**config.mk**
```make
export PLATFORM = sky130hd
export DESIGN_NAME = qrs_peak_detector_core_flat
export DESIGN_NICKNAME = d
export VERILOG_FILES = /design/src/hw/rtl/qrs_pkg.sv /design/src/hw/rtl/qrs_ifs.sv /design/src/hw/rtl/qrs_cfg.sv /design/src/hw/rtl/qrs_engine.sv /design/src/hw/rtl/qrs_peak_detector_core.sv /design/src/flat_wrapper.sv
export SDC_FILE = /design/constraint.sdc
export NUM_CORES = 2
export LEC_CHECK = 0
export ABC_AREA = 1
export ABC_CLOCK_PERIOD_IN_PS = 22100
export BUFFER_PORTS_ARGS = -buffer_cell sky130_fd_sc_hd__buf_2
export CORE_ASPECT_RATIO = 1.4
export CORE_MARGIN = 2
export CORE_UTILIZATION = 29
export CTS_CLUSTER_SIZE = 20
export DETAILED_ROUTE_END_ITERATION = 10
export PLACE_DENSITY = 0.39
export SLEW_MARGIN = 15
export SYNTH_ARGS = -nofsm -noshare
export SYNTH_HDL_FRONTEND = slang
export SYNTH_SLANG_ARGS = --single-unit
```
**constraint.sdc**
```tcl
create_clock -name clk -period 22.1 [get_ports clk]
set_input_delay 4.42 -clock clk [delete_from_list [all_inputs] [get_ports clk]]
set_output_delay 4.42 -clock clk [all_outputs]
set_load 0.01 [all_outputs]
```
**src/hw/rtl/qrs_pkg.sv**
```systemverilog
// Shared constants, register indexes and types of the QRS peak detector.
`timescale 1ns / 1ps

package qrs_pkg;

	// Derivative lag and sample counter width
	localparam int DIFF_LAG   = 4;
	localparam int COUNT_BITS = 32;

	// Signed position (count - lag) and signed confirmation deadline
	localparam int POS_W = COUNT_BITS + 1;
	localparam int AT_W  = COUNT_BITS + 2;

	localparam int SAMPLE_W   = 16;
	localparam int HEIGHT_W   = 16;
	localparam int CAND_W     = HEIGHT_W + 1;
	localparam int Q_W        = 32;
	localparam int FRAC_W     = 16;
	localparam int WAIT_W     = 12;
	localparam int OUT_POS_W  = 32;
	localparam int CFG_IDX_W  = 3;
	localparam int CFG_DATA_W = 16;

	// Configuration register indexes
	localparam logic [CFG_IDX_W-1:0] REG_THRESHOLD_START   = 3'd0;
	localparam logic [CFG_IDX_W-1:0] REG_THRESHOLD_FLOOR   = 3'd1;
	localparam logic [CFG_IDX_W-1:0] REG_DECAY_FACTOR      = 3'd2;
	localparam logic [CFG_IDX_W-1:0] REG_PEAK_FRACTION     = 3'd3;
	localparam logic [CFG_IDX_W-1:0] REG_CONFIRM_WAIT      = 3'd4;
	localparam logic [CFG_IDX_W-1:0] REG_REFRACTORY_LENGTH = 3'd5;

	// Reset values of the registers
	localparam logic [HEIGHT_W-1:0] THRESHOLD_START_RST   = 16'd200;
	localparam logic [HEIGHT_W-1:0] THRESHOLD_FLOOR_RST   = 16'd60;
	localparam logic [FRAC_W-1:0]   DECAY_FACTOR_RST      = 16'd65529;
	localparam logic [FRAC_W-1:0]   PEAK_FRACTION_RST     = 16'd39322;
	localparam logic [WAIT_W-1:0]   CONFIRM_WAIT_RST      = 12'd72;
	localparam logic [WAIT_W-1:0]   REFRACTORY_LENGTH_RST = 12'd90;

	typedef struct packed {
		logic [HEIGHT_W-1:0] threshold_floor;
		logic [FRAC_W-1:0]   decay_factor;
		logic [FRAC_W-1:0]   peak_fraction;
		logic [WAIT_W-1:0]   confirm_wait;
		logic [WAIT_W-1:0]   refractory_length;
	} cfg_t;

	typedef struct packed {
		logic                        beat_found;
		logic signed [OUT_POS_W-1:0] peak_position;
		logic [HEIGHT_W-1:0]         peak_height;
	} result_t;

endpackage

```
**src/hw/rtl/qrs_ifs.sv**
```systemverilog
// Handshake channels of the QRS peak detector: samples, results and register writes.
`timescale 1ns / 1ps

interface qrs_in_if;
	logic                                  valid;
	logic                                  ready;
	logic signed [qrs_pkg::SAMPLE_W-1:0]   sample;

	modport source (output valid, output sample, input ready);
	modport sink   (input valid, input sample, output ready);
endinterface

interface qrs_out_if;
	logic                                  valid;
	logic                                  ready;
	logic                                  beat_found;
	logic signed [qrs_pkg::OUT_POS_W-1:0]  peak_position;
	logic [qrs_pkg::HEIGHT_W-1:0]          peak_height;

	modport source (output valid, output beat_found, output peak_position,
		output peak_height, input ready);
	modport sink   (input valid, input beat_found, input peak_position,
		input peak_height, output ready);
endinterface

interface qrs_cfg_if;
	logic                                  valid;
	logic                                  ready;
	logic [qrs_pkg::CFG_IDX_W-1:0]         index;
	logic [qrs_pkg::CFG_DATA_W-1:0]        data;

	modport source (output valid, output index, output data, input ready);
	modport sink   (input valid, input index, input data, output ready);
endinterface

```
**src/hw/rtl/qrs_cfg.sv**
```systemverilog
// Configuration register file of the QRS peak detector.
`timescale 1ns / 1ps

module qrs_cfg (
	input  logic             clk,
	input  logic             arst_n,
	qrs_cfg_if.sink          cfg_ch,
	output qrs_pkg::cfg_t    cfg
);

	qrs_pkg::cfg_t cfg_q;

	assign cfg_ch.ready = 1'b1;
	assign cfg      = cfg_q;

	// threshold_start is only seen at reset, which also restores it: take the beat, drop it
	always_ff @(posedge clk or negedge arst_n) begin
		if (!arst_n) begin
			cfg_q.threshold_floor   <= qrs_pkg::THRESHOLD_FLOOR_RST;
			cfg_q.decay_factor      <= qrs_pkg::DECAY_FACTOR_RST;
			cfg_q.peak_fraction     <= qrs_pkg::PEAK_FRACTION_RST;
			cfg_q.confirm_wait      <= qrs_pkg::CONFIRM_WAIT_RST;
			cfg_q.refractory_length <= qrs_pkg::REFRACTORY_LENGTH_RST;
		end else if (cfg_ch.valid) begin
			unique case (cfg_ch.index)
				qrs_pkg::REG_THRESHOLD_FLOOR:   cfg_q.threshold_floor   <= cfg_ch.data;
				qrs_pkg::REG_DECAY_FACTOR:      cfg_q.decay_factor      <= cfg_ch.data;
				qrs_pkg::REG_PEAK_FRACTION:     cfg_q.peak_fraction     <= cfg_ch.data;
				qrs_pkg::REG_CONFIRM_WAIT:
					cfg_q.confirm_wait <= cfg_ch.data[qrs_pkg::WAIT_W-1:0];
				qrs_pkg::REG_REFRACTORY_LENGTH:
					cfg_q.refractory_length <= cfg_ch.data[qrs_pkg::WAIT_W-1:0];
				default: ;
			endcase
		end
	end

endmodule

```
**src/hw/rtl/qrs_engine.sv**
```systemverilog
// Detector state and per-sample update: delay line, threshold and phase machine.
`timescale 1ns / 1ps

module qrs_engine (
	input  logic                                clk,
	input  logic                                arst_n,
	input  logic                                step,
	input  logic signed [qrs_pkg::SAMPLE_W-1:0] sample,
	input  qrs_pkg::cfg_t                       cfg,
	output qrs_pkg::result_t                    result
);

	localparam logic [1:0] PH_RESET   = 2'd0;
	localparam logic [1:0] PH_LOOKING = 2'd1;
	localparam logic [1:0] PH_PROV    = 2'd2;
	localparam logic [1:0] PH_HALF    = 2'd3;

	localparam int CB = qrs_pkg::COUNT_BITS;
	localparam int PW = qrs_pkg::POS_W;
	localparam int AW = qrs_pkg::AT_W;
	localparam int HW = qrs_pkg::HEIGHT_W;
	localparam int CW = qrs_pkg::CAND_W;
	localparam int QW = qrs_pkg::Q_W;
	localparam int FW = qrs_pkg::FRAC_W;

	// Previous DIFF_LAG samples, entry 0 the oldest
	logic signed [qrs_pkg::SAMPLE_W-1:0] taps_q [qrs_pkg::DIFF_LAG];

	logic [1:0]            phase_q, phase_d;
	logic [QW-1:0]         thr_q, thr_d;
	logic [CB-1:0]         count_q;
	logic signed [CW-1:0]  cand_h_q, cand_h_d;
	logic signed [PW-1:0]  cand_pos_q, cand_pos_d;
	logic signed [CW-1:0]  best_h_q, best_h_d;
	logic signed [PW-1:0]  best_pos_q, best_pos_d;
	logic signed [AW-1:0]  confirm_at_q, confirm_at_d;
	logic [CB-1:0]         blind_q, blind_d;

	logic signed [HW:0]    diff;
	logic [HW-1:0]         mag;
	logic signed [CW-1:0]  mag_s;
	logic signed [PW-1:0]  pos;
	logic [QW+FW-1:0]      decay_prod;
	logic [QW-1:0]         thr_decayed;
	logic [QW-1:0]         floor_q16;
	logic signed [CW-1:0]  prov_h;
	logic signed [PW-1:0]  prov_pos;
	logic signed [CW-1:0]  half_h;
	logic [HW-1:0]         best_h_u;
	logic signed [63:0]    best_pos_ext;

	assign diff  = (HW+1)'(sample) - (HW+1)'(taps_q[0]);
	assign mag   = diff[HW] ? HW'(-diff) : HW'(diff);
	assign mag_s = $signed({1'b0, mag});
	assign pos   = $signed({1'b0, count_q}) - PW'(qrs_pkg::DIFF_LAG);

	// Decay then floor, on every sample
	assign decay_prod  = (QW+FW)'(thr_q) * (QW+FW)'(cfg.decay_factor);
	assign thr_decayed = decay_prod[QW+FW-1:FW];
	assign floor_q16   = {cfg.threshold_floor, {FW{1'b0}}};

	// Candidate tracking while a provisional peak is open
	assign prov_h   = (mag_s > cand_h_q) ? mag_s : cand_h_q;
	assign prov_pos = (mag_s > cand_h_q) ? pos : cand_pos_q;
	assign half_h   = (prov_h + (prov_h[CW-1] ? CW'(1) : CW'(0))) >>> 1;

	assign best_h_u     = best_h_q[CW-1] ? '0 : best_h_q[HW-1:0];
	assign best_pos_ext = 64'(best_pos_q);

	always_comb begin
		phase_d      = phase_q;
		thr_d        = (thr_decayed < floor_q16) ? floor_q16 : thr_decayed;
		cand_h_d     = cand_h_q;
		cand_pos_d   = cand_pos_q;
		best_h_d     = best_h_q;
		best_pos_d   = best_pos_q;
		confirm_at_d = confirm_at_q;
		blind_d      = blind_q;
		result       = '0;
		unique case (phase_q)
			PH_RESET: begin
				cand_h_d = '1;
				phase_d  = PH_LOOKING;
			end
			PH_LOOKING: begin
				if (count_q > blind_q && {mag, {FW{1'b0}}} > thr_d) begin
					cand_h_d   = mag_s;
					cand_pos_d = pos;
					phase_d    = PH_PROV;
				end
			end
			PH_PROV: begin
				cand_h_d   = prov_h;
				cand_pos_d = prov_pos;
				if (mag_s < half_h) begin
					best_h_d     = prov_h;
					best_pos_d   = prov_pos;
					confirm_at_d = AW'(prov_pos) + AW'(cfg.confirm_wait);
					phase_d      = PH_HALF;
				end
			end
			PH_HALF: begin
				if (mag_s > best_h_q) begin
					// candidate position stays as it was
					best_h_d   = mag_s;
					best_pos_d = pos;
					cand_h_d   = mag_s;
					phase_d    = PH_PROV;
				end else if ($signed({2'b00, count_q}) >= confirm_at_q) begin
					result.beat_found    = 1'b1;
					result.peak_position = best_pos_ext[qrs_pkg::OUT_POS_W-1:0];
					result.peak_height   = best_h_u;
					thr_d   = QW'(best_h_u) * QW'(cfg.peak_fraction);
					blind_d = count_q + CB'(cfg.refractory_length);
					phase_d = PH_RESET;
				end
			end
			default: ;
		endcase
	end

	always_ff @(posedge clk or negedge arst_n) begin
		if (!arst_n) begin
			for (int i = 0; i < qrs_pkg::DIFF_LAG; i++) begin
				taps_q[i] <= '0;
			end
			phase_q      <= PH_RESET;
			thr_q        <= {qrs_pkg::THRESHOLD_START_RST, {FW{1'b0}}};
			count_q      <= '0;
			cand_h_q     <= '1;
			cand_pos_q   <= '1;
			best_h_q     <= '1;
			best_pos_q   <= '1;
			confirm_at_q <= '1;
			blind_q      <= '0;
		end else if (step) begin
			for (int i = 0; i < qrs_pkg::DIFF_LAG - 1; i++) begin
				taps_q[i] <= taps_q[i+1];
			end
			taps_q[qrs_pkg::DIFF_LAG-1] <= sample;
			phase_q      <= phase_d;
			thr_q        <= thr_d;
			count_q      <= count_q + CB'(1);
			cand_h_q     <= cand_h_d;
			cand_pos_q   <= cand_pos_d;
			best_h_q     <= best_h_d;
			best_pos_q   <= best_pos_d;
			confirm_at_q <= confirm_at_d;
			blind_q      <= blind_d;
		end
	end

endmodule

```
**src/hw/rtl/qrs_peak_detector_core.sv**
```systemverilog
// Top level of the QRS peak detector: input register, detector engine, result register.
`timescale 1ns / 1ps

// Channel   Direction  Beat contents
// in_ch     sink       sample (signed 16 bit ECG sample)
// out_ch    source     beat_found, peak_position (signed 32), peak_height (16)
// cfg_ch    sink       index (3 bit), data (16 bit); always ready
//
// One sample is accepted per cycle while out_ch takes results, and one result
// beat leaves per sample. The sample is held in an input register, then the
// engine updates its state and loads the result register on the same edge.
// The threshold feedback (multiply, floor, compare) is combinational up to thr_q.
// Reset clears the delay line, phase, counters and threshold to their start values.
// A stall on out_ch holds the result; the input register still takes one
// more sample, after which in_ch.ready drops until the result is taken.

module qrs_peak_detector_core (
	input  logic       clk,
	input  logic       arst_n,
	qrs_in_if.sink     in_ch,
	qrs_out_if.source  out_ch,
	qrs_cfg_if.sink    cfg_ch
);

	qrs_pkg::cfg_t    cfg;
	qrs_pkg::result_t result;
	qrs_pkg::result_t result_q;

	logic                                valid_s1;
	logic signed [qrs_pkg::SAMPLE_W-1:0] sample_s1;
	logic                                out_valid_q;
	logic                                step;

	// Advance the held sample whenever the result register is free or draining
	assign step        = valid_s1 && (!out_valid_q || out_ch.ready);
	assign in_ch.ready = !valid_s1 || step;

	qrs_cfg u_cfg (
		.clk    (clk),
		.arst_n (arst_n),
		.cfg_ch (cfg_ch),
		.cfg    (cfg)
	);

	qrs_engine u_engine (
		.clk    (clk),
		.arst_n (arst_n),
		.step   (step),
		.sample (sample_s1),
		.cfg    (cfg),
		.result (result)
	);

	// Input register
	always_ff @(posedge clk or negedge arst_n) begin
		if (!arst_n) begin
			valid_s1 <= 1'b0;
		end else if (in_ch.valid && in_ch.ready) begin
			valid_s1 <= 1'b1;
		end else if (step) begin
			valid_s1 <= 1'b0;
		end
	end

	always_ff @(posedge clk) begin
		if (in_ch.valid && in_ch.ready) begin
			sample_s1 <= in_ch.sample;
		end
	end

	// Result register: load on each step, drop the valid once the beat is taken
	always_ff @(posedge clk or negedge arst_n) begin
		if (!arst_n) begin
			out_valid_q <= 1'b0;
		end else if (step) begin
			out_valid_q <= 1'b1;
		end else if (out_ch.ready) begin
			out_valid_q <= 1'b0;
		end
	end

	always_ff @(posedge clk) begin
		if (step) begin
			result_q <= result;
		end
	end

	assign out_ch.valid         = out_valid_q;
	assign out_ch.beat_found    = result_q.beat_found;
	assign out_ch.peak_position = result_q.peak_position;
	assign out_ch.peak_height   = result_q.peak_height;

endmodule

```
**src/flat_wrapper.sv**
```systemverilog
// flat-port wrapper written by rule: the top's interface ports become plain ports
module qrs_peak_detector_core_flat 
  (clk, arst_n, in_ch_valid, in_ch_sample, in_ch_ready, out_ch_valid, out_ch_beat_found, out_ch_peak_position, out_ch_peak_height, out_ch_ready, cfg_ch_valid, cfg_ch_index, cfg_ch_data, cfg_ch_ready);
  qrs_in_if in_ch_i ();
  qrs_out_if out_ch_i ();
  qrs_cfg_if cfg_ch_i ();
  input  logic clk;
  input  logic arst_n;
  input wire logic [$bits(in_ch_i.valid)-1:0] in_ch_valid;
  input wire logic [$bits(in_ch_i.sample)-1:0] in_ch_sample;
  output wire logic [$bits(in_ch_i.ready)-1:0] in_ch_ready;
  output wire logic [$bits(out_ch_i.valid)-1:0] out_ch_valid;
  output wire logic [$bits(out_ch_i.beat_found)-1:0] out_ch_beat_found;
  output wire logic [$bits(out_ch_i.peak_position)-1:0] out_ch_peak_position;
  output wire logic [$bits(out_ch_i.peak_height)-1:0] out_ch_peak_height;
  input wire logic [$bits(out_ch_i.ready)-1:0] out_ch_ready;
  input wire logic [$bits(cfg_ch_i.valid)-1:0] cfg_ch_valid;
  input wire logic [$bits(cfg_ch_i.index)-1:0] cfg_ch_index;
  input wire logic [$bits(cfg_ch_i.data)-1:0] cfg_ch_data;
  output wire logic [$bits(cfg_ch_i.ready)-1:0] cfg_ch_ready;
  assign in_ch_i.valid = in_ch_valid;
  assign in_ch_i.sample = in_ch_sample;
  assign in_ch_ready = in_ch_i.ready;
  assign out_ch_valid = out_ch_i.valid;
  assign out_ch_beat_found = out_ch_i.beat_found;
  assign out_ch_peak_position = out_ch_i.peak_position;
  assign out_ch_peak_height = out_ch_i.peak_height;
  assign out_ch_i.ready = out_ch_ready;
  assign cfg_ch_i.valid = cfg_ch_valid;
  assign cfg_ch_i.index = cfg_ch_index;
  assign cfg_ch_i.data = cfg_ch_data;
  assign cfg_ch_ready = cfg_ch_i.ready;
  qrs_peak_detector_core u_core (.clk(clk), .arst_n(arst_n), .in_ch(in_ch_i), .out_ch(out_ch_i), .cfg_ch(cfg_ch_i));
endmodule
```
==> impl_metrics.json <==
{
  "grt_pass1_wl_um": 266000,
  "cp_slowest_cell": "dfstp_2",
  "core.rowCount": 181,
  "root_buffer": "clkbuf_16",
  "final_common_cell": "nand2_1",
  "synth.top_cell.area_share_pct": 24.3,
  "antenna_left": 0,
  "period_needed_ps": 12550,
  "firstDrtPassIters": 7,
  "clkSinkCount": 434,
  "min_period_over_period_pct": 56.8,
  "routabilityCongestion": 0.856,
  "r2r-start": "u_core.u_cfg.cfg[49]",
  "post-cts-setup-buffers": 0,
  "postSynthAreaPerCell_um2": 7.81,
  "io_buffers": 90,
  "io_pins": 92,
  "synthTopCellsByArea": "fa_1, nand2_1, ha_1",
  "drive_gt1_share_pct": 7.62,
  "final.setup.tns_ps": 0,
  "initial_core_util_pct": 29.1,
  "hold_start": "u_core.u_engine.cand_pos_q[19]",
  "coreArea_mm2": 0.173,
  "path_clk_slew_ps": 60,
  "dp_cells": 8624,
  "post-place-ws_ps": 9570,
  "grt.overflow.total": 0,
  "rsz0062_at_grt": "no",
  "maxCapViolations": 0,
  "ys_seq_elements": 434,
  "synth_warnings": 0,
  "hp-class": "reg -> reg",
  "end_kind": "register",
  "postCtsHoldBufs": 0,
  "vias": 40500,
  "synth_area_mm2": 0.0505,
  "syn_nets": 7533,
  "antenna_found_initial": 8,
  "synthFlopType": "dfrtp_1",
  "path_depth": 44,
  "n_fill_cell": 19000,
  "yosysUniqueCellTypes": 68,
  "ys_async_sr_fraction_pct": 85.0,
  "r2r_slack_ps": 9550,
  "worst-setup-path-type": "reg -> reg",
  "endpoint": "u_core.u_engine.cand_pos_q[12]",
  "max_stage_delay_ps": 1070,
  "crit_path_frequent_cell": "nand2_1",
  "cts_buffer_depth": 3,
  "hold_violations": 0,
  "synth_top_cell_by_area": "fa_1",
  "required_ps": 22710,
  "cts_buffers": 55,
  "synth-edff-count": 65,
  "grt_usage_pct": 19.6,
  "place_hpwl_um": 132000,
  "skew_ps": 86.0,
  "area_growth_pct": 9.09,
  "r2r-end": "u_core.u_engine.cand_pos_q[12]",
  "worst_setup_path_start_kind": "register",
  "die_y_um": 498,
  "fp.dieArea_mm2": 0.178,
  "cts_resized": 0,
  "worstMarginPinSlew_ps": 1100,
  "worst-path-buf-inv": 6,
  "vias_per_cell": 4.63,
  "clock_latency_ps": 700,
  "relSlewSlack_pct": 26.3,
  "ff_latch_area_mm2": 0.0114,
  "crit_family": "adder cells",
  "status": "completed",
  "htreeDepth": 2,
  "critPathLaunch": "u_core.u_cfg.cfg[49]",
  "drc": 0,
  "grt_max_degree": 84,
  "fmax_mhz": 79.7,
  "cts_tree": "built",
  "r2r_cells": 44,
  "avgRoutedWirePerCell_um": 19.6,
  "nets": 7455,
  "mostFrequentLayoutCells": "nand2_1, inv_1, fa_1",
  "setup_viol": 0,
  "synth_cells": 6472,
  "grt_pass1_vias": 43500,
  "multiInputGateArea_mm2": 0.0329,
  "die_w_um": 357,
  "drt_iter0_drc": 1918,
  "final_cells": 8729,
  "drt-total-wl_um": 171000,
  "fin_ws_ps": 9550,
  "synth-seq-area-share_pct": 22.6,
  "slew_violations": 0,
  "path_max_fanout": 53,
  "worstPathArrival_ps": 13160
}
final cells by class:
class | count | area share [%]
antenna | 1 | 0.00454
clock buffer | 76 | 2.77
clock inverter | 28 | 0.640
inverter | 1346 | 9.18
multi-input combinational | 4397 | 59.7
sequential | 434 | 20.7
tap | 2287 | 5.19
timing repair buffer | 160 | 1.79
through the flow:
stage	cell area, um2	utilization (%)	hold slack, ps
finish	55100	31.8	461
global route	55100	31.8	471
CTS	55100	31.8	463
detailed placement	53200	30.7	453
global placement	53200	30.7	450
floorplan	50500	-	440
logic make-up after synthesis:
kind of cell	share of synthesized area, %
AO/OA/AOI/OAI	8.25
XOR/XNOR	2.98
adder cells (fa/ha/maj)	34.4
buffers and inverters	12.4
flip-flops	22.6
multiplexers	0.0198
other	0.0149
AND/OR/NAND/NOR	19.4
tightest hold or removal path, stage by stage (launching register included):
cell and delay, ps:
dfstp_2 360, nand2_1 50, nand2_1 40
how the worst min path moves through the flow:
stage / end / cells after the start
floorplan: u_core.u_engine.cand_pos_q[28] / 2
global placement: u_core.u_engine.cand_pos_q[2] / 2
detailed placement: u_core.u_engine.cand_pos_q[23] / 2
CTS: u_core.u_engine.cand_pos_q[23] / 2
global route: u_core.u_engine.cand_pos_q[20] / 2
finish: u_core.u_engine.cand_pos_q[19] / 2
synthesized netlist by cell type, types with 55 or more instances:
master    instances
nor2_1          375
nand3_1         187
xor2_1          119
ha_1            407
nand2_1        1752
dfrtp_1         201
edfxtp_1         65
o21ai_1          55
o21ai_0         350
inv_1          1334
clkbuf_1        253
a21oi_1         195
dfstp_2         168
fa_1            614
sequential cells by signal, summed over array words and instances, names as in the netlist, 17 cells and up:
name                          cells
u_core.u_engine.count_q          32
u_core.u_engine.blind_q          32
u_core.u_engine.cand_h_q         17
u_core.u_cfg.cfg                 72
u_core.u_engine.cand_pos_q       33
u_core.u_engine.best_h_q         17
u_core.u_engine.thr_q            32
u_core.u_engine.best_pos_q       32
u_core.u_engine.confirm_at_q     34
u_core.u_engine.taps_q           64
u_core.out_ch.peak_position      32
routing by layer:
layer,share of wire (%),track usage (%)
met5,0.014,0
met4,2.8,5.24
met3,2.6,1.67
met2,55,38.2
met1,39,22.5
Power is not shown: default switching activity piles up to over one toggle a cycle in this logic, so the estimate is an artifact.
